<file path="config.mk">
export PLATFORM = sky130hd
export DESIGN_NAME = ibcc_front
export DESIGN_NICKNAME = d
export VERILOG_FILES = /design/src/sv/ibcc_pkg.sv /design/src/sv/ibcc_front.sv
export SDC_FILE = /design/constraint.sdc
export NUM_CORES = 1
export LEC_CHECK = 0
export BUFFER_PORTS_ARGS = -buffer_cell sky130_fd_sc_hd__buf_2
export CORE_UTILIZATION = 40
export DETAILED_ROUTE_END_ITERATION = 10
export GPL_TIMING_DRIVEN = 1
export PLACE_DENSITY_LB_ADDON = 0.1
export SETUP_SLACK_MARGIN = 0.1
export SYNTH_ARGS = -nofsm -noshare
export SYNTH_HDL_FRONTEND = slang
export SYNTH_SLANG_ARGS = --single-unit
</file>
<file path="constraint.sdc">
create_clock -name clock -period 4.2 [get_ports clock]
set_clock_uncertainty 0.2 [all_clocks]
set_input_delay 0.63 -clock clock [delete_from_list [all_inputs] [get_ports clock]]
set_output_delay 0.63 -clock clock [all_outputs]
set_load 0.02 [all_outputs]
</file>
<file path="src/sv/ibcc_pkg.sv">
// Shared types and constants for the interval booking capacity check.
// Used by every module of the block except ibcc_ram; depends on nothing.
package ibcc_pkg;

   localparam int SlotW  = 10;
   localparam int ValueW = 32;
   localparam int OrderW = 20;
   localparam int TotalW = 48;

   localparam logic [OrderW-1:0] CountMax = {OrderW{1'b1}};
   localparam logic [TotalW-1:0] TotalMax = {TotalW{1'b1}};

   typedef enum logic {
      FUNC_LOAD = 1'b0,
      FUNC_BOOK = 1'b1
   } func_type;

   typedef enum logic [1:0] {
      ST_ACCEPTED = 2'd0,
      ST_REJECTED = 2'd1,
      ST_IGNORED  = 2'd2
   } status_type;

   // One classified item waiting for the back end. For a load, first holds the
   // slot and value the capacity; for a booking, value holds the amount and
   // last is already clipped to the table.
   typedef struct packed {
      logic              is_load;
      logic              no_walk;
      logic [SlotW-1:0]  first;
      logic [SlotW-1:0]  last;
      logic [ValueW-1:0] value;
      logic [OrderW-1:0] order;
   } queue_entry_type;

   typedef struct packed {
      logic clearing;
   } back_status_type;

endpackage

</file>
<file path="src/sv/ibcc_front.sv">
// Front end: accepts items, numbers bookings, clips ranges and drops loads
// outside the table before handing items to the queue. Depends on ibcc_pkg.
module ibcc_front #(
   parameter int unsigned SLOTS = 1024
) (
   input  logic                                  clock,
   input  logic                                  reset,
   input  logic                                  start,
   output logic                                  busy,
   input  logic                                  req_func,
   input  logic [ibcc_pkg::SlotW-1:0]            req_slot,
   input  logic [ibcc_pkg::ValueW-1:0]           req_capacity_value,
   input  logic [ibcc_pkg::ValueW-1:0]           req_amount,
   input  logic [ibcc_pkg::SlotW-1:0]            req_first_slot,
   input  logic [ibcc_pkg::SlotW-1:0]            req_last_slot,
   input  ibcc_pkg::back_status_type             back_status,
   input  logic                                  queue_full,
   output logic                                  push,
   output ibcc_pkg::queue_entry_type             push_entry
);
   import ibcc_pkg::*;

   localparam logic [31:0] SlotsC = 32'(SLOTS);

   logic [OrderW-1:0] count_ff, count_in;
   logic              accept;
   logic              is_load;
   logic [31:0]       slot_ext, first_ext, last_ext, last_clip;

   always_comb begin
      slot_ext  = 32'(req_slot);
      first_ext = 32'(req_first_slot);
      last_ext  = 32'(req_last_slot);
      last_clip = (last_ext >= SlotsC) ? (SlotsC - 32'd1) : last_ext;

      is_load = (req_func == FUNC_LOAD);
      busy    = back_status.clearing | queue_full;
      accept  = start & ~busy;

      count_in = count_ff;
      if (accept && !is_load && count_ff != CountMax) begin
         count_in = count_ff + OrderW'(1);
      end

      push_entry.is_load = is_load;
      push_entry.no_walk = (first_ext >= SlotsC) || (first_ext > last_clip);
      push_entry.first   = is_load ? req_slot : req_first_slot;
      // Clipping only lowers the value, so it still fits the slot field.
      push_entry.last    = last_clip[SlotW-1:0];
      push_entry.value   = is_load ? req_capacity_value : req_amount;
      push_entry.order   = count_in;

      push = accept && (!is_load || slot_ext < SlotsC);
   end

   always_ff @(posedge clock) begin
      if (reset) begin
         count_ff <= '0;
      end else begin
         count_ff <= count_in;
      end
   end

endmodule

</file>
==> implementation parameters <==
Parameter                              Value

Status
  Result of the run    complete, no violations

Die
  Placeable core region    approximately 0.0051 mm2
  # IOs    about 180
  Row count    26
  Starting utilization of the core area    between 40% and 50%
  Total die area    0.00561 mm2
  Die Width    74.9 um
  Vertical die dimension    approximately 75 um

STA
  Minimum hold slack    0.317 ns
  Final worst path period share    79.4%
  Achievable clock frequency    approximately 300 MHz
  Final Hold Violating Endpoints    0
  Min Clock Period, post-route    about 3.3 ns
  Worst max-slew margin expressed relative to the limit    about half
  Final setup violation count    0
  Slew at the pin closest to its max-slew limit    roughly 0.76 ns
  Setup repair after global routing missed its margin    false
  Fin Setup TNS    0 ns
  Number of slew-limit violations in the final report    0

Power and ir drop
  Net switching power of the design    about 0.18 mW
  Switching part of the total power    roughly 33%
  Part of the power in combinational logic    roughly two fifths
  Areal power density over the cells    ~180 mW/mm2
  Worst IR Drop VDD    around 0.14 mV
  Internal power    0.355 mW
  Clock power share    a little under a quarter
  Power share of the sequential group    between 30% and 40%
  Leakage dissipation    approximately 1.6 nW

Finish
  Number of nets in the final layout    approximately 520
  Leading registers by flop count    count_ff: 20 flops
  Total non-filler cell area in the finished layout    between 0.003 and 0.004 mm2
  Area used by sequential logic in the layout    ~400 um2
  Register with the most flip-flops    count_ff
  Number of filler instances in the final layout    between 500 and 600
  Number of flip-flops under the largest register name    20
  # diodes    0
  Fraction of final layout cells with drive strength greater than 1    slightly above 60%
  Area grow syn2layout    42.4%
  Fraction of the core area covered by cells at the end of the flow    about 59%
  Final Instance Count excl. Fillers    around 470
  Combined area of the multi-input logic cells    between 0.0015 and 0.002 mm2

CTS
  TritonCTS clock tree    yes
  CTS H-tree depth    1
  Clock sink total    20
  Buffer depth of the longest clock path    2
  Total of cells resized after clock tree synthesis    0
  # hold bufs at CTS    0
  Post-CTS setup buffers    0
  Insertion delay to the later sink of the worst-skew pair    roughly 0.25 ns
  Reg clk slew, reported paths    0.07 ns
  Number of buffers added by the clock tree synthesis step    3
  CTS Root Buffer Type    sky130_fd_sc_hd__clkbuf_8

Global route
  Total track usage    22.6%
  Global-route wire length before repair    ~9700 um
  Number of global-route vias before repair    roughly 2100
  Maximum number of pins on one net before global-route repair    41
  Aggregate global routing overflow    0
  Number of antenna violations at the first check in global routing    0

Routing
  Initial DRT Pass Iterations    4
  Via count    2393
  Wire per inst    14.1 um
  Post-DRT Antenna Nets    0
  Routed via count divided by cell count    5.05
  Violation count after the first detailed-route iteration    43
  DRT Wirelength    approximately 6700 um
  Remaining DRCs    0

Worst setup path
  Critical Path Fanout Max    6
  CP cell instances    ha_1 -> nand3_1 -> nor4_2 -> buf_4 -> a211oi_1 -> xor2_1 -> buf_2
  Worst Setup End Kind    output port
  Critical path startpoint category    flop
  Worst endpoint required time    between 3 and 4 ns
  Crit Path Category    reg -> out
  CP delay by family, top    simple AND/OR/NAND/NOR gates
  Worst EP arrival    2.51 ns
  Count of buffering cells on the critical path with inverters included    2
  Longest individual stage delay on the worst path    roughly 0.64 ns
  Worst path slowest cell    sky130_fd_sc_hd__nor4_2

Logic synthesis
  Number of library cell types mapped by synthesis    43
  Synthesized cell area    approximately 0.0021 mm2
  Number of synthesized flops with an enable pin    0
  Per-instance average area after synthesis    just under 9 um2
  Top cell type's share of synthesized area    27.5%
  Commonest cells in the synthesized netlist    sky130_fd_sc_hd__mux2_2 (52), sky130_fd_sc_hd__dfxtp_1 (20), sky130_fd_sc_hd__inv_1 (15), sky130_fd_sc_hd__nor2_1 (15), sky130_fd_sc_hd__nand2_1 (14)
  Number of warning messages in the yosys log    0
  Most instantiated flip-flop cell in the synthesis netlist    sky130_fd_sc_hd__dfxtp_1
  Cell types occupying the most area after synthesis    sky130_fd_sc_hd__mux2_2 (28%), sky130_fd_sc_hd__dfxtp_1 (19%), sky130_fd_sc_hd__ha_1 (6.5%)
  Mapped Nets    about 360
  Sequential cell area fraction in the yosys report    18.8%
  Cell type contributing the most total cell area after synthesis    sky130_fd_sc_hd__mux2_2
  Flops & latches, synth    20
  Fraction of registers with async set or reset after synthesis    0%
  Most used standard cell by instance count after synthesis    sky130_fd_sc_hd__mux2_2
  Cell count after synthesis    about 250

Min path
  Min-delay worst type    reg -> reg

Run
  # Max-Cap Violations    0

Place
  Total instance count after detailed placement    roughly 470
  Area of placed instances    0.00299 mm2
  Weighted congestion reported at the end of routability-driven placement    approximately 0.85
  Count of input and output buffers    roughly 180
  Detailed placer's ending HPWL    ~5700 um
-- tightest hold or removal path: stages, from the launching register on --
cell and delay, ns:
sky130_fd_sc_hd__dfxtp_1 0.33, sky130_fd_sc_hd__o31ai_1 0.08, sky130_fd_sc_hd__a21oi_1 0.06
-- cells by family after synthesis --
group	Yosys count	share of synthesized area, %
buffers and inverters	36	8.53
AOI/OAI and AO/OA	37	11.5
adders and majority gates	11	6.47
muxes	53	28.0
and+or+nand+nor	79	23.0
xor gates and xnor gates	9	3.71
DFF	20	18.8
-- per-layer routing --
layer	track usage, %	up-vias	wire [um]
li1	-	1203	-
met1	27.6	1112	2770
met2	43.0	76	3430
met3	2.81	2	458
met4	3.14	0	21
met5	0	-	0
-- power by group through the flow --
stage                     Sequential, mW  Clock [mW]  Combinational [mW]
after global placement             0.195           0               0.215
after detailed placement           0.195           0               0.217
final                              0.190       0.125               0.216
after floorplan                    0.195           0               0.133
after global routing               0.190       0.138               0.236
after CTS                          0.190       0.130               0.218
-- area by class of cell --
type | count | share of cell area [%]
multi-input cells | 189 | 51.2
repair buffers | 177 | 29.4
flip-flops and latches | 20 | 13.2
well taps | 70 | 2.89
inverters | 15 | 1.86
clock buffers | 3 | 1.36
-- worst paths after layout --
| kind | from | depth (start not counted) | endpoint | slack, ns |
|---|---|---|---|---|
| worst max-delay path | count_ff[0]$_SDFF_PP0_ | 7 | push_entry[7] | 0.86 |
| worst max register to register | count_ff[0]$_SDFF_PP0_ | 6 | count_ff[7]$_SDFF_PP0_ | 1.70 |
| worst min-delay path | count_ff[13]$_SDFF_PP0_ | 2 | count_ff[13]$_SDFF_PP0_ | 0.32 |
| worst min register to register | count_ff[13]$_SDFF_PP0_ | 2 | count_ff[13]$_SDFF_PP0_ | 0.32 |
-- stage by stage --
| stage | power, mW | worst slack, ns |
|---|---|---|
| after floorplan | 0.327 | 1.23 |
| after global placement | 0.409 | 1.08 |
| after detailed placement | 0.412 | 1.08 |
| after CTS | 0.538 | 0.855 |
| after global routing | 0.565 | 0.639 |
| final | 0.532 | 0.865 |
-- layout by cell type, fill, tap and decap left out, types with 4 or more instances in the layout --
cell / netlist / final
sky130_fd_sc_hd__ha_1: 11 / 11
sky130_fd_sc_hd__nor3_1: 4 / 4
sky130_fd_sc_hd__nand2_1: 14 / 14
sky130_fd_sc_hd__nor2b_1: 9 / 9
sky130_fd_sc_hd__o31ai_1: 4 / 4
sky130_fd_sc_hd__nand3_1: 6 / 6
sky130_fd_sc_hd__a31oi_1: 4 / 4
sky130_fd_sc_hd__inv_1: 15 / 15
sky130_fd_sc_hd__mux2_2: 52 / 52
sky130_fd_sc_hd__xor2_1: 8 / 8
sky130_fd_sc_hd__or3_1: 4 / 4
sky130_fd_sc_hd__nor2_1: 15 / 15
sky130_fd_sc_hd__a211oi_1: 4 / 4
sky130_fd_sc_hd__dfxtp_1: 20 / 20
sky130_fd_sc_hd__nand4_1: 4 / 4
sky130_fd_sc_hd__buf_2: 1 / 175
sky130_fd_sc_hd__a21oi_1: 13 / 13
(Power assumes the default switching activity.)
