**config.mk**
```make
export PLATFORM = sky130hd
export DESIGN_NAME = ibcc_back
export DESIGN_NICKNAME = d
export VERILOG_FILES = /design/src/sv/ibcc_pkg.sv /design/src/sv/ibcc_back.sv
export SDC_FILE = /design/constraint.sdc
export NUM_CORES = 1
export LEC_CHECK = 0
export BUFFER_PORTS_ARGS = -buffer_cell sky130_fd_sc_hd__buf_2
export CORE_MARGIN = 4
export CORE_UTILIZATION = 47
export DETAILED_ROUTE_END_ITERATION = 10
export PLACE_DENSITY = 0.87
export SLEW_MARGIN = 0
export SYNTH_ARGS = -nofsm -noshare
export SYNTH_HDL_FRONTEND = slang
export SYNTH_SLANG_ARGS = --single-unit
```
**constraint.sdc**
```tcl
create_clock -name clock -period 9.3 [get_ports clock]
set_input_delay 2.325 -clock clock [delete_from_list [all_inputs] [get_ports clock]]
set_output_delay 2.325 -clock clock [all_outputs]
set_load 0.005 [all_outputs]
```
**src/sv/ibcc_pkg.sv**
```systemverilog
// Shared types and constants for the interval booking capacity check.
// Used by every module of the block except ibcc_ram; depends on nothing.
package ibcc_pkg;

   localparam int SlotW  = 10;
   localparam int ValueW = 32;
   localparam int OrderW = 20;
   localparam int TotalW = 48;

   localparam logic [OrderW-1:0] CountMax = {OrderW{1'b1}};
   localparam logic [TotalW-1:0] TotalMax = {TotalW{1'b1}};

   typedef enum logic {
      FUNC_LOAD = 1'b0,
      FUNC_BOOK = 1'b1
   } func_type;

   typedef enum logic [1:0] {
      ST_ACCEPTED = 2'd0,
      ST_REJECTED = 2'd1,
      ST_IGNORED  = 2'd2
   } status_type;

   // One classified item waiting for the back end. For a load, first holds the
   // slot and value the capacity; for a booking, value holds the amount and
   // last is already clipped to the table.
   typedef struct packed {
      logic              is_load;
      logic              no_walk;
      logic [SlotW-1:0]  first;
      logic [SlotW-1:0]  last;
      logic [ValueW-1:0] value;
      logic [OrderW-1:0] order;
   } queue_entry_type;

   typedef struct packed {
      logic clearing;
   } back_status_type;

endpackage

```
**src/sv/ibcc_back.sv**
```systemverilog
// Back end: clears the reserved totals after reset, writes capacities and walks
// each booking's range one slot per cycle. Depends on ibcc_pkg.
module ibcc_back #(
   parameter int unsigned SLOTS = 1024
) (
   input  logic                                  clock,
   input  logic                                  reset,
   input  logic                                  queue_valid,
   input  ibcc_pkg::queue_entry_type             head,
   output logic                                  pop,
   output ibcc_pkg::back_status_type             back_status,
   output logic                                  tot_wr_en,
   output logic [$clog2(SLOTS)-1:0]              tot_wr_addr,
   output logic [ibcc_pkg::TotalW-1:0]           tot_wr_data,
   output logic                                  cap_wr_en,
   output logic [$clog2(SLOTS)-1:0]              cap_wr_addr,
   output logic [ibcc_pkg::ValueW-1:0]           cap_wr_data,
   output logic [$clog2(SLOTS)-1:0]              rd_addr,
   input  logic [ibcc_pkg::TotalW-1:0]           tot_rd_data,
   input  logic [ibcc_pkg::ValueW-1:0]           cap_rd_data,
   output logic                                  rsp_strobe,
   output logic [1:0]                            rsp_status,
   output logic [ibcc_pkg::OrderW-1:0]           rsp_order_number,
   output logic [ibcc_pkg::SlotW-1:0]            rsp_failing_slot
);
   import ibcc_pkg::*;

   localparam int AW = $clog2(SLOTS);
   localparam logic [AW-1:0] LastAddr = AW'(SLOTS - 1);

   typedef enum logic [1:0] {
      S_CLEAR,
      S_IDLE,
      S_WALK
   } state_type;

   state_type         state_ff;
   logic [AW-1:0]     cur_ff;
   logic [AW-1:0]     last_ff;
   logic [ValueW-1:0] amount_ff;
   logic [OrderW-1:0] order_ff;
   logic              failed_ff;
   logic              found_ff;
   logic [SlotW-1:0]  fail_slot_ff;
   logic              strobe_ff;
   status_type        status_ff;
   logic [OrderW-1:0] rsp_order_ff;
   logic [SlotW-1:0]  rsp_slot_ff;

   logic [TotalW:0]   sum;
   logic [TotalW-1:0] total_new;
   logic              over;
   logic              is_end;

   always_comb begin
      sum       = {1'b0, tot_rd_data} + (TotalW+1)'(amount_ff);
      total_new = sum[TotalW] ? TotalMax : sum[TotalW-1:0];
      over      = total_new > TotalW'(cap_rd_data);
      is_end    = (cur_ff == last_ff);

      pop                  = (state_ff == S_IDLE) && queue_valid;
      back_status.clearing = (state_ff == S_CLEAR);

      tot_wr_en   = (state_ff == S_CLEAR) || (state_ff == S_WALK);
      tot_wr_addr = cur_ff;
      tot_wr_data = (state_ff == S_CLEAR) ? '0 : total_new;

      cap_wr_en   = pop && head.is_load;
      cap_wr_addr = AW'(head.first);
      cap_wr_data = head.value;

      // The next slot is read while the current one is written back.
      rd_addr = (state_ff == S_WALK) ? (cur_ff + AW'(1)) : AW'(head.first);
   end

   always_ff @(posedge clock) begin
      if (reset) begin
         state_ff  <= S_CLEAR;
         cur_ff    <= '0;
         failed_ff <= 1'b0;
         found_ff  <= 1'b0;
         strobe_ff <= 1'b0;
      end else begin
         strobe_ff <= 1'b0;
         case (state_ff)
            S_CLEAR: begin
               cur_ff <= cur_ff + AW'(1);
               if (cur_ff == LastAddr) begin
                  state_ff <= S_IDLE;
               end
            end
            S_IDLE: begin
               if (pop && !head.is_load) begin
                  if (failed_ff || head.no_walk) begin
                     strobe_ff    <= 1'b1;
                     status_ff    <= failed_ff ? ST_IGNORED : ST_ACCEPTED;
                     rsp_order_ff <= head.order;
                     rsp_slot_ff  <= '0;
                  end else begin
                     state_ff  <= S_WALK;
                     cur_ff    <= AW'(head.first);
                     last_ff   <= AW'(head.last);
                     amount_ff <= head.value;
                     order_ff  <= head.order;
                     found_ff  <= 1'b0;
                  end
               end
            end
            S_WALK: begin
               if (over && !found_ff) begin
                  found_ff     <= 1'b1;
                  fail_slot_ff <= SlotW'(cur_ff);
               end
               cur_ff <= cur_ff + AW'(1);
               if (is_end) begin
                  state_ff     <= S_IDLE;
                  strobe_ff    <= 1'b1;
                  rsp_order_ff <= order_ff;
                  if (found_ff || over) begin
                     status_ff   <= ST_REJECTED;
                     rsp_slot_ff <= found_ff ? fail_slot_ff : SlotW'(cur_ff);
                     failed_ff   <= 1'b1;
                  end else begin
                     status_ff   <= ST_ACCEPTED;
                     rsp_slot_ff <= '0;
                  end
               end
            end
            default: begin
               state_ff <= S_IDLE;
            end
         endcase
      end
   end

   assign rsp_strobe       = strobe_ff;
   assign rsp_status       = status_ff;
   assign rsp_order_number = rsp_order_ff;
   assign rsp_failing_slot = rsp_slot_ff;

endmodule

```
==> reports/results.ini <==
[clock_tree]
hold_buffers = 0
cts_buffer_depth = 2
cts.sinks = 119
cts_tree = built
numCtsBuffers = 17
clkLatencyLatePin_ns = 0.43
clk_pin_slew_ns = 0.05
cts-root-buf = clkbuf_16
htree_levels = 4
cts_resized = 0
post_cts_buffers = 0

[route]
antenna_left = 0
dr_wl_met2_um = 12600
drtIter0Drc = 643
drc = 0
vias_per_cell = 5.60
wl_met3_um = 1740
drt-met1-wl_um = 11400
wl_per_cell_um = 18.9
drt_first_pass_iters = 6
wl_um = 26800
topRoutingLayerUsed = met5
dr_total_vias = 7950

[global_routing]
grt_pass1_vias = 7846
grt-ovfl-total = 0
grt_max_degree = 52
grt_pass1_wl_um = 41800
grt_usage_pct = 24.8
antenna_found_initial = 5

[yosys]
yosysWarningCount = 0
synth.avg_cell_area_um2 = 9.48
synth_edf_count = 104
yosysUniqueCellTypes = 76
yosysTopAreaCellShare_pct = 35.4
synthCells = 931
synth_area_um2 = 8830
synth-seq-cells = 119
synthTopCellsByArea = edfxtp_1 35%, ha_1 9.6%, a21oi_1 5.2%, nand2_1 3.8%, buf_4 3.7%
syn-num-nets = 1157
ys_seq_area_share_pct = 38.8
synth_ff_type = edfxtp_1
async_flop_share_pct = 0
synth_top_area_cell = edfxtp_1

[timing]
worst_slew_pin_slew_ns = 1.05
fin_crit_ns = 7.95
clock.fmax_ghz = 0.126
fin_skew_ns = 0.0207
maxSlewHeadroom_pct = 30.1
period_share_pct = 85.5
finalSetupViolCount = 0
drv_slew = 0
rsz0062_at_grt = no
final.setup.worst_slack_ns = 1.35
finalSetupTns_ns = 0
hold_violations = 0
holdWs_ns = 0.476

[setup_path]
critPathCaptureType = primary output
critical-path-top-delay-family = compound AO/OA/AOI/OAI gates
start_kind = input port
cp_max_fo = 32
r2r-start = amount_ff[0]
slowest_delay_ns = 0.48
cp-startpoint = tot_rd_data[0]
worstPathArrival_ns = 5.62
crit_type = input port to primary output
path_cells = buf_2 -> ha_1 -> fa_1 -> a211oi_1 -> o21ai_2 -> a31oi_2 -> o21ai_2 -> a41o_4 -> nand2b_2 -> buf_4 -> nand2_1 -> nor2b_1 -> buf_2
crit_required_ns = 6.98
crit_buf_inv = 3
cp_slowest_cell = nand2b_2

[pwr]
p_leak_nw = 4.72
power_mw = 1.47
ir_drop_uv = 118
p_per_area_nw_per_um2 = 137

[placed_design]
gp_congestion = 0.958
dp_hpwl_um = 21100
dp_cells = 1384
post-place-ws_ns = 1.00
placed_area_um2 = 10200
port_buffers = 303

[finish]
most-common-layout-cells = 303 x buf_2, 104 x edfxtp_1, 92 x a21oi_1, 90 x nand2_1, 68 x nor2_1
final_common_cell = buf_2
syn2layout_area_growth_pct = 22.1
fin_util_pct = 59.2
fin_cells = 1419
nets = 1400
n_fill_cell = 1567
final_area_um2 = 10800
drive_gt1_share_pct = 35.0

[die]
rows = 49
die_w_um = 145
die_h_um = 145
ios = 304
dieArea_um2 = 21000
core_um2 = 18200
initial_utilization_pct = 48.5

[worst_hold_path]
hold_path_class = flip-flop to flip-flop
hp-start = state_ff[0]

[flow_run]
maxCapViolations = 0

[outcome]
run_status = completed

path summary, 6_finish.rpt:
path                               to  slack (ns)  cells after the start
setup / recovery      tot_wr_data[13]        1.35                     13
setup reg to reg  rsp_failing_slot[9]        2.99                     21
hold / removal            state_ff[0]        0.48                      2
hold reg to reg           state_ff[0]        0.48                      2
per-layer routing:
layer	vias to the layer above	track usage [%]
li1	3801	-
met1	3733	32.4
met2	341	39.6
met3	69	6.05
met4	6	10.4
met5	-	0
cell usage after synthesis (all sizes together) (4+ instances only):
master  instances
inv            49
buf            60
a211oi          8
or2            12
nor2           77
a31oi           4
clkbuf         25
edfxtp        104
ha             68
xnor2          31
a21boi          5
o31ai           5
mux2i          12
and2            9
nor3            9
a21oi          97
a21o           13
nand4          24
mux2           22
a311oi          4
xor2           29
dfxtp          15
o211ai         16
and3           11
o21ai          43
o21a            4
nor2b          29
nand3          16
nand2          90
nor4            6
registers in the layout (all words and copies together) (netlist names):
register,count
amount_ff,32
fail_slot_ff,10
failed_ff,1
found_ff,1
last_ff,10
order_ff,20
rsp_failing_slot,10
rsp_order_number,20
rsp_status,2
rsp_strobe,1
state_ff,2
tot_wr_addr,10
tightest hold or removal path, cell delays in order (launching register included):
cell	delay, ns
dfxtp_1	0.32
nand2_1	0.06
a21oi_1	0.05
cell families (layout without fill, tap and decap cells):
kind of cell | count (synthesis) | in the layout | share of synthesized area (%)
XOR/XNOR | 60 | 60 | 6.04
multiplexers | 34 | 34 | 4.17
flip-flops | 119 | 119 | 38.8
AO/OA/AOI/OAI | 221 | 221 | 17.0
adder cells (fa/ha/maj) | 69 | 69 | 9.86
buffers and inverters | 135 | 391 | 7.92
AND/OR/NAND/NOR | 293 | 293 | 16.2
other | 0 | 3 | 0
where the power goes:
part	leakage, nW	switching, mW	internal (mW)	total, mW
Sequential	1.04	0.00285	0.580	0.582
Clock	0.289	0.259	0.404	0.663
Combinational	3.40	0.125	0.104	0.228
Total	4.72	0.386	1.09	1.47
area by class of cell:
type / count / area [µm²] / area share (%)
Inverter: 50 / 188 / 1.74
Clock buffer: 19 / 443 / 4.11
Clock inverter: 13 / 144 / 1.33
Antenna cell: 3 / 7.51 / 0.0696
Timing Repair Buffer: 309 / 1560 / 14.5
Sequential cell: 119 / 3420 / 31.8
Tap cell: 229 / 287 / 2.66
Multi-Input combinational cell: 677 / 4730 / 43.9
No activity file was read; power rests on OpenSTA's default activity.
