## config.mk

```make
export PLATFORM = sky130hd
export DESIGN_NAME = ibcc_queue
export DESIGN_NICKNAME = d
export VERILOG_FILES = /design/src/sv/ibcc_pkg.sv /design/src/sv/ibcc_queue.sv
export SDC_FILE = /design/constraint.sdc
export NUM_CORES = 1
export LEC_CHECK = 0
export BUFFER_PORTS_ARGS = -buffer_cell sky130_fd_sc_hd__clkbuf_2
export CAP_MARGIN = 15
export CORE_MARGIN = 2
export CORE_UTILIZATION = 38
export CTS_CLUSTER_SIZE = 12
export DETAILED_ROUTE_END_ITERATION = 10
export HOLD_SLACK_MARGIN = 0.06
export SLEW_MARGIN = 10
export SYNTH_ARGS = -nofsm -noshare
export SYNTH_HDL_FRONTEND = slang
export SYNTH_SLANG_ARGS = --single-unit
```

## constraint.sdc

```tcl
create_clock -name clock -period 6.5 [get_ports clock]
set_input_delay 0.975 -clock clock [delete_from_list [all_inputs] [get_ports clock]]
set_output_delay 0.975 -clock clock [all_outputs]
set_load 0.05 [all_outputs]
```

## src/sv/ibcc_pkg.sv

```systemverilog
// Shared types and constants for the interval booking capacity check.
// Used by every module of the block except ibcc_ram; depends on nothing.
package ibcc_pkg;

   localparam int SlotW  = 10;
   localparam int ValueW = 32;
   localparam int OrderW = 20;
   localparam int TotalW = 48;

   localparam logic [OrderW-1:0] CountMax = {OrderW{1'b1}};
   localparam logic [TotalW-1:0] TotalMax = {TotalW{1'b1}};

   typedef enum logic {
      FUNC_LOAD = 1'b0,
      FUNC_BOOK = 1'b1
   } func_type;

   typedef enum logic [1:0] {
      ST_ACCEPTED = 2'd0,
      ST_REJECTED = 2'd1,
      ST_IGNORED  = 2'd2
   } status_type;

   // One classified item waiting for the back end. For a load, first holds the
   // slot and value the capacity; for a booking, value holds the amount and
   // last is already clipped to the table.
   typedef struct packed {
      logic              is_load;
      logic              no_walk;
      logic [SlotW-1:0]  first;
      logic [SlotW-1:0]  last;
      logic [ValueW-1:0] value;
      logic [OrderW-1:0] order;
   } queue_entry_type;

   typedef struct packed {
      logic clearing;
   } back_status_type;

endpackage

```

## src/sv/ibcc_queue.sv

```systemverilog
// Two-entry queue of classified items between the front and back ends.
// Depends on ibcc_pkg.
module ibcc_queue (
   input  logic                     clock,
   input  logic                     reset,
   input  logic                     push,
   input  ibcc_pkg::queue_entry_type push_entry,
   input  logic                     pop,
   output logic                     full,
   output logic                     valid,
   output ibcc_pkg::queue_entry_type head
);
   import ibcc_pkg::*;

   queue_entry_type entry_ff [2];
   logic            wr_ptr_ff, wr_ptr_in;
   logic            rd_ptr_ff, rd_ptr_in;
   logic [1:0]      count_ff, count_in;

   always_comb begin
      wr_ptr_in = wr_ptr_ff ^ push;
      rd_ptr_in = rd_ptr_ff ^ pop;
      count_in  = count_ff;
      if (push && !pop) begin
         count_in = count_ff + 2'd1;
      end else if (pop && !push) begin
         count_in = count_ff - 2'd1;
      end
   end

   always_ff @(posedge clock) begin
      if (reset) begin
         wr_ptr_ff <= 1'b0;
         rd_ptr_ff <= 1'b0;
         count_ff  <= 2'd0;
      end else begin
         wr_ptr_ff <= wr_ptr_in;
         rd_ptr_ff <= rd_ptr_in;
         count_ff  <= count_in;
      end
      if (push) begin
         entry_ff[wr_ptr_ff] <= push_entry;
      end
   end

   assign full  = (count_ff == 2'd2);
   assign valid = (count_ff != 2'd0);
   assign head  = entry_ff[rd_ptr_ff];

endmodule

```

==> flow_metrics.env, run 1 <==
export IMPL_power_total_mw=2.50
export IMPL_cts_root_buffer="clkbuf_16"
export IMPL_critPathMaxFanout=75
export IMPL_synth_seq_cells=152
export IMPL_r2r_setup_slack_ns=4.79
export IMPL_slew_headroom_pct=27.8
export IMPL_r2r_start="wr_ptr_ff$_SDFF_PP0_"
export IMPL_drt_first_pass_iters=4
export IMPL_post_dp_hpwl_um=5850
export IMPL_track_usage_pct=13.1
export IMPL_insertedDiodeCount=0
export IMPL_arrival_ns=2.17
export IMPL_avgViaCountPerCell=4.61
export IMPL_hold_start="count_ff[1]$_SDFFE_PP0P_"
export IMPL_place_inst=579
export IMPL_hp_class="reg -> reg"
export IMPL_critical_path_max_stage_delay_ns=1.01
export IMPL_grt_max_degree=76
export IMPL_cts_sinks=152
export IMPL_p_comb_share_pct=15.1
export IMPL_synth_edf_count=148
export IMPL_fin_crit_sh_pct=48.4
export IMPL_antenna_found_initial=0
export IMPL_ys_types=15
export IMPL_worstMarginPinSlew_ns=1.08
export IMPL_cts_resized=0
export IMPL_cap_violations=0
export IMPL_grt_pass1_wl_um=15300
export IMPL_place_area_sq_mm=0.00650
export IMPL_synthCells=250
export IMPL_avgSynthCellArea_sq_um=22.2
export IMPL_cp_start_kind="flop"
export IMPL_final_cell_area_sq_mm=0.00706
export IMPL_tns_ns=0
export IMPL_gp_congestion=0.654
export IMPL_vias=2812
export IMPL_final_cells=610
export IMPL_drive_above_1_share_pct=60.3
export IMPL_drc_errors=0
export IMPL_final_util_pct=49.0
export IMPL_end_kind="output pin"
export IMPL_power_internal_mw=1.84
export IMPL_boundaryPins=154
export IMPL_netSwitchingPower_mw=0.654
export IMPL_hold_depth=2
export IMPL_clk_path_buf_depth=2
export IMPL_synth_flop_cell="edfxtp_1"
export IMPL_path_clk_slew_ns=0.06
export IMPL_grt_pass1_vias=3055
export IMPL_nNetsFinal=495
export IMPL_cp_required_ns=5.52
export IMPL_maxSlewViolCount=0
export IMPL_wire_per_inst_um=15.8
export IMPL_timing_hold_violations_final=0
export IMPL_rsz0062_at_grt="no"
export IMPL_post_place_ws_ns=3.72
export IMPL_clock_fmax_mhz=318
export IMPL_ys_top_cells_by_area="edfxtp_1 80%, mux2_2 15%, dfxtp_1 1.4%, buf_6 1.2%, ha_1 0.68%"
export IMPL_worstSetupPathType="reg -> out"
export IMPL_dr_first_iter_drc_count=148
export IMPL_timing_hold_ws_ns=0.493
export IMPL_die_area_sq_mm=0.0156
export IMPL_rows=44
export IMPL_core_area_sq_mm=0.0144
export IMPL_detail_route_antenna_nets=0
export IMPL_synth_most_common_cell="edfxtp_1"
export IMPL_r2r_cells=2
export IMPL_hold_end="count_ff[1]$_SDFFE_PP0P_"
export IMPL_totalWireLength_um=9610
export IMPL_die_h_um=125
export IMPL_fin_worst_skew_ns=0.00379
export IMPL_r2r_end="entry_ff[0][12]$_DFFE_PP_"
export IMPL_io_buffers=153
export IMPL_setup_viol=0
export IMPL_run_status="complete, no violations"
export IMPL_synth_top_cell_area_share_pct=80.1
export IMPL_fin_crit_ns=3.15
export IMPL_start_util_pct=38.5
export IMPL_syn_nets=331
export IMPL_seq_power_share_pct=47.1
export IMPL_yosys_area_top_type="edfxtp_1"
export IMPL_max_vdd_ir_drop_v=0.000180
export IMPL_ys_top_cells_by_count="148 x edfxtp_1, 74 x mux2_2, 6 x buf_6"
export IMPL_post_cts_buffers=0
export IMPL_numCtsBuffers=17
export IMPL_grt_ovfl_total=0
export IMPL_clkLatencyLatePin_ns=0.41
export IMPL_yosysWarnings=0
export IMPL_crit_chain="mux2_2, clkbuf_2"
export IMPL_p_per_area_mw_per_mm2=354
export IMPL_cpMaxStageDelayCell="dfxtp_4"
export IMPL_cts_max_level=4
export IMPL_cts_hold_buf=0
export IMPL_timing_final_ws_setup_ns=3.35
export IMPL_synthesis_area_sq_mm=0.00555
export IMPL_die_w_um=125
export IMPL_syn_to_final_growth_pct=27.3
export IMPL_cts_tree="done"
export IMPL_power_share_clock_pct=37.8
export IMPL_synth_seq_area_share_pct=81.5
export IMPL_swShare_pct=26.2
export IMPL_p_leak_nw=2.68
export IMPL_async_reset_ff_share_pct=0
-- critical path, delay by kind of cell (launching register included) --
| family | cells | cell delay (ns) |
|---|---|---|
| buf+inv | 1 | 0.25 |
| mux | 1 | 0.45 |
| flops | 1 | 1.01 |
-- cell type report --
cell class / instances / area [sq um]
Fill cell: 1229 / 7360
Timing Repair Buffer: 153 / 766
Inverter: 2 / 7.51
Multi-Input combinational cell: 88 / 965
Clock buffer: 18 / 429
Clock inverter: 13 / 136
Tap cell: 184 / 230
Sequential cell: 152 / 4530
-- how the worst max path moves through the flow --
stage / startpoint / to / slack (ns) / cells past startpoint
2_1_floorplan: push / entry_ff[0][0]$_DFFE_PP_ / 3.30 / 1
3_3_place_gp: rd_ptr_ff$_SDFF_PP0_ / head[73] / 3.73 / 2
3_5_place_dp: rd_ptr_ff$_SDFF_PP0_ / head[73] / 3.72 / 2
4_1_cts: rd_ptr_ff$_SDFF_PP0_ / head[73] / 3.26 / 2
5_1_grt: rd_ptr_ff$_SDFF_PP0_ / head[73] / 3.20 / 2
6_report: rd_ptr_ff$_SDFF_PP0_ / head[73] / 3.35 / 2
-- power groups by stage --
stage	sequential, mW	clock (mW)	combinational (mW)
floorplan	1.18	0	0.305
global placement	1.20	0	0.379
detailed placement	1.20	0	0.382
CTS	1.18	0.972	0.383
global route	1.18	1.01	0.398
finish	1.18	0.945	0.377
-- layout by cell type (no fill, tap or decap) --
| cell | instances |
|---|---|
| clkbuf_2 | 153 |
| edfxtp_1 | 148 |
| mux2_2 | 74 |
| clkbuf_16 | 17 |
| clkinv_1 | 5 |
| clkinv_2 | 4 |
| nor2_1 | 3 |
| bufinv_16 | 3 |
| dfxtp_1 | 3 |
| inv_1 | 2 |
| xor2_1 | 2 |
| ha_4 | 2 |
| or2_2 | 1 |
| and2b_2 | 1 |
| xnor2_1 | 1 |
| o21ai_0 | 1 |
| or3_1 | 1 |
| a21oi_1 | 1 |
| ha_1 | 1 |
| clkinvlp_4 | 1 |
| clkbuf_1 | 1 |
| dfxtp_4 | 1 |
-- sequential cells by signal (all words and copies together) (netlist names) --
| signal | count |
|---|---|
| rd_ptr_ff | 1 |
| count_ff | 2 |
| entry_ff | 148 |
| wr_ptr_ff | 1 |
-- routing by layer --
metal / wire, um / up-vias / global-route usage (%)
li1: - / 1321 / -
met1: 4130 / 1375 / 15.6
met2: 4630 / 102 / 21.0
met3: 657 / 14 / 4.98
met4: 191 / 0 / 6.47
met5: 0 / - / 0
-- logic make-up (layout without fill, tap and decap cells) --
group	after synthesis	count (layout)	share of synthesized area, %
and+or+nand+nor	6	6	0.586
AOI/OAI and AO/OA	2	2	0.180
adders and majority gates	3	3	0.677
DFF	152	152	81.5
xor gates and xnor gates	3	3	0.474
buffers and inverters	10	186	1.53
muxes	74	74	15.0
(Power assumes the default switching activity.)
==> run 2: changes to the inputs <==
==> constraint.sdc (replaced) <==
create_clock -name clock -period 2.6 [get_ports clock]
set_input_delay 0.39 -clock clock [delete_from_list [all_inputs] [get_ports clock]]
set_output_delay 0.39 -clock clock [all_outputs]
set_load 0.05 [all_outputs]
==> run 2 against run 1 <==
Against the previous run: sequential share of layout area is 1.3 points lower; setup slack worse by 3.1 ns; register-to-register slack worse by 3.6 ns; power grew to 2.6 times the previous value; final area is 2.1% higher; critical path depth is 1 higher; non-clock buffer count is 6 higher; via count is 2.2% higher; die area stayed put; sequential power is 150% higher; worst hold slack worse by 0.33 ns.
==> flow_metrics.env, run 2 (synthesis results as in run 1) <==
export IMPL_setup_viol=0
export IMPL_path_clk_slew_ns=0.06
export IMPL_post_dp_hpwl_um=6520
export IMPL_insertedDiodeCount=0
export IMPL_startpoint="rd_ptr_ff$_SDFF_PP0_"
export IMPL_tns_ns=0
export IMPL_cp_required_ns=2.21
export IMPL_hp_class="in -> reg"
export IMPL_swShare_pct=25.3
export IMPL_rsz0062_at_grt="no"
export IMPL_gp_congestion=0.712
export IMPL_power_internal_mw=4.93
export IMPL_slew_headroom_pct=57.8
export IMPL_worstMarginPinSlew_ns=0.634
export IMPL_cts_max_level=4
export IMPL_grt_max_degree=45
export IMPL_fin_worst_skew_ns=0.00794
export IMPL_drive_above_1_share_pct=61.8
export IMPL_netSwitchingPower_mw=1.67
export IMPL_fillers=1239
export IMPL_reg_largest_list="entry_ff: 148 flops, count_ff: 2 flops"
export IMPL_cap_violations=0
export IMPL_grt_pass1_vias=3037
export IMPL_path_buf_inv=2
export IMPL_avgViaCountPerCell=4.67
export IMPL_detail_route_antenna_nets=0
export IMPL_nNetsFinal=501
export IMPL_arrival_ns=1.95
export IMPL_r2r_end="entry_ff[0][66]$_DFFE_PP_"
export IMPL_grt_pass1_wl_um=16000
export IMPL_p_leak_nw=2.75
export IMPL_maxSlewViolCount=0
export IMPL_max_vdd_ir_drop_v=0.000390
export IMPL_hold_end="entry_ff[0][63]$_DFFE_PP_"
export IMPL_cts_tree="done"
export IMPL_critical_path_max_stage_delay_ns=0.58
export IMPL_hold_depth=1
export IMPL_io_buffers=153
export IMPL_final_cell_mix="153 x clkbuf_2, 148 x edfxtp_1, 74 x mux2_2"
export IMPL_worstSetupPathType="reg -> out"
export IMPL_antenna_found_initial=0
export IMPL_vias=2874
export IMPL_r2r_start="wr_ptr_ff$_SDFF_PP0_"
export IMPL_core_area_sq_mm=0.0144
export IMPL_boundaryPins=154
export IMPL_cts_hold_buf=0
export IMPL_start_util_pct=38.5
export IMPL_wire_per_inst_um=16.2
export IMPL_crit_chain="buf_4, mux2_2, clkbuf_2"
export IMPL_numCtsBuffers=17
export IMPL_cpMaxStageDelayCell="dfxtp_4"
export IMPL_die_w_um=125
export IMPL_power_share_clock_pct=41.1
export IMPL_top_register="entry_ff"
export IMPL_cts_resized=0
export IMPL_post_cts_buffers=0
export IMPL_grt_ovfl_total=0
export IMPL_critPathMaxFanout=26
export IMPL_die_area_sq_mm=0.0156
export IMPL_syn_to_final_growth_pct=29.9
export IMPL_timing_hold_ws_ns=0.162
export IMPL_r2r_setup_slack_ns=1.17
export IMPL_fin_crit_sh_pct=90.0
export IMPL_track_usage_pct=13.6
export IMPL_layout_commonest_cell="clkbuf_2"
export IMPL_cts_root_buffer="clkbuf_16"
export IMPL_end_kind="output pin"
export IMPL_hold_start="push_entry[63]"
export IMPL_run_status="complete, no violations"
export IMPL_cp_start_kind="flop"
export IMPL_timing_hold_violations_final=0
export IMPL_clkLatencyLatePin_ns=0.42
export IMPL_clock_fmax_mhz=428
export IMPL_clk_path_buf_depth=2
export IMPL_seq_power_share_pct=44.1
export IMPL_fin_crit_ns=2.34
export IMPL_p_per_area_mw_per_mm2=915
export IMPL_power_total_mw=6.60
export IMPL_drc_errors=0
export IMPL_r2r_cells=3
export IMPL_largest_reg_flops=148
export IMPL_cts_sinks=152
export IMPL_dr_first_iter_drc_count=157
export IMPL_die_h_um=125
export IMPL_path_delay_family="flip-flops"
export IMPL_p_comb_share_pct=14.9
export IMPL_totalWireLength_um=10000
export IMPL_rows=44
export IMPL_drt_first_pass_iters=4
[run 2: cell types whose count changed in the layout (fill, tap and decap cells not counted), sizes merged]
cell      previous run  this run
inv                  2         3
clkinv               9         4
bufinv               3         6
buf                  0         6
clkinvlp             1         2
[run 2: layout make-up]
class / instances / area [sq um] / share of cell area, %
well taps: 184 / 230 / 3.19
clock buffers: 18 / 429 / 5.95
multi-input cells: 88 / 965 / 13.4
clock inverters: 13 / 226 / 3.14
flip-flops and latches: 152 / 4530 / 62.8
repair buffers: 159 / 823 / 11.4
inverters: 2 / 7.51 / 0.104
[run 2: how the worst max path moves through the flow]
stage | to | slack [ns] | depth (start not counted)
after floorplan | entry_ff[1][0]$_DFFE_PP_ | 0.78 | 1
after global placement | head[21] | 0.70 | 3
after detailed placement | head[31] | 0.67 | 3
after CTS | head[31] | 0.22 | 3
after global routing | head[31] | 0.14 | 3
final | head[31] | 0.26 | 3
[run 2: through the flow]
step | std cells | util [%] | worst slack [ns] | cell area [sq um]
global placement | 585 | 45.4 | 0.696 | 6550
detailed placement | 585 | 45.4 | 0.667 | 6550
CTS | 616 | 50.0 | 0.219 | 7210
floorplan | 250 | - | 0.782 | 5550
global route | 616 | 50.0 | 0.144 | 7210
finish | 616 | 50.0 | 0.261 | 7210
[run 2: power groups by stage]
stage          sequential, mW  clock [mW]  combinational (mW)
2_1_floorplan            2.94           0               0.765
3_3_place_gp             2.96           0               0.984
4_1_cts                  2.91        2.78               0.994
3_5_place_dp             2.97           0               0.991
5_1_grt                  2.93        2.90                1.04
6_report                 2.91        2.71               0.980
[run 2: per-layer routing]
layer,GRT usage (%),vias up,routed length (um)
met5,0,-,0
met4,4.97,0,140
met3,6.87,10,823
met2,22.1,111,4820
met1,15.6,1422,4210
li1,-,1331,-
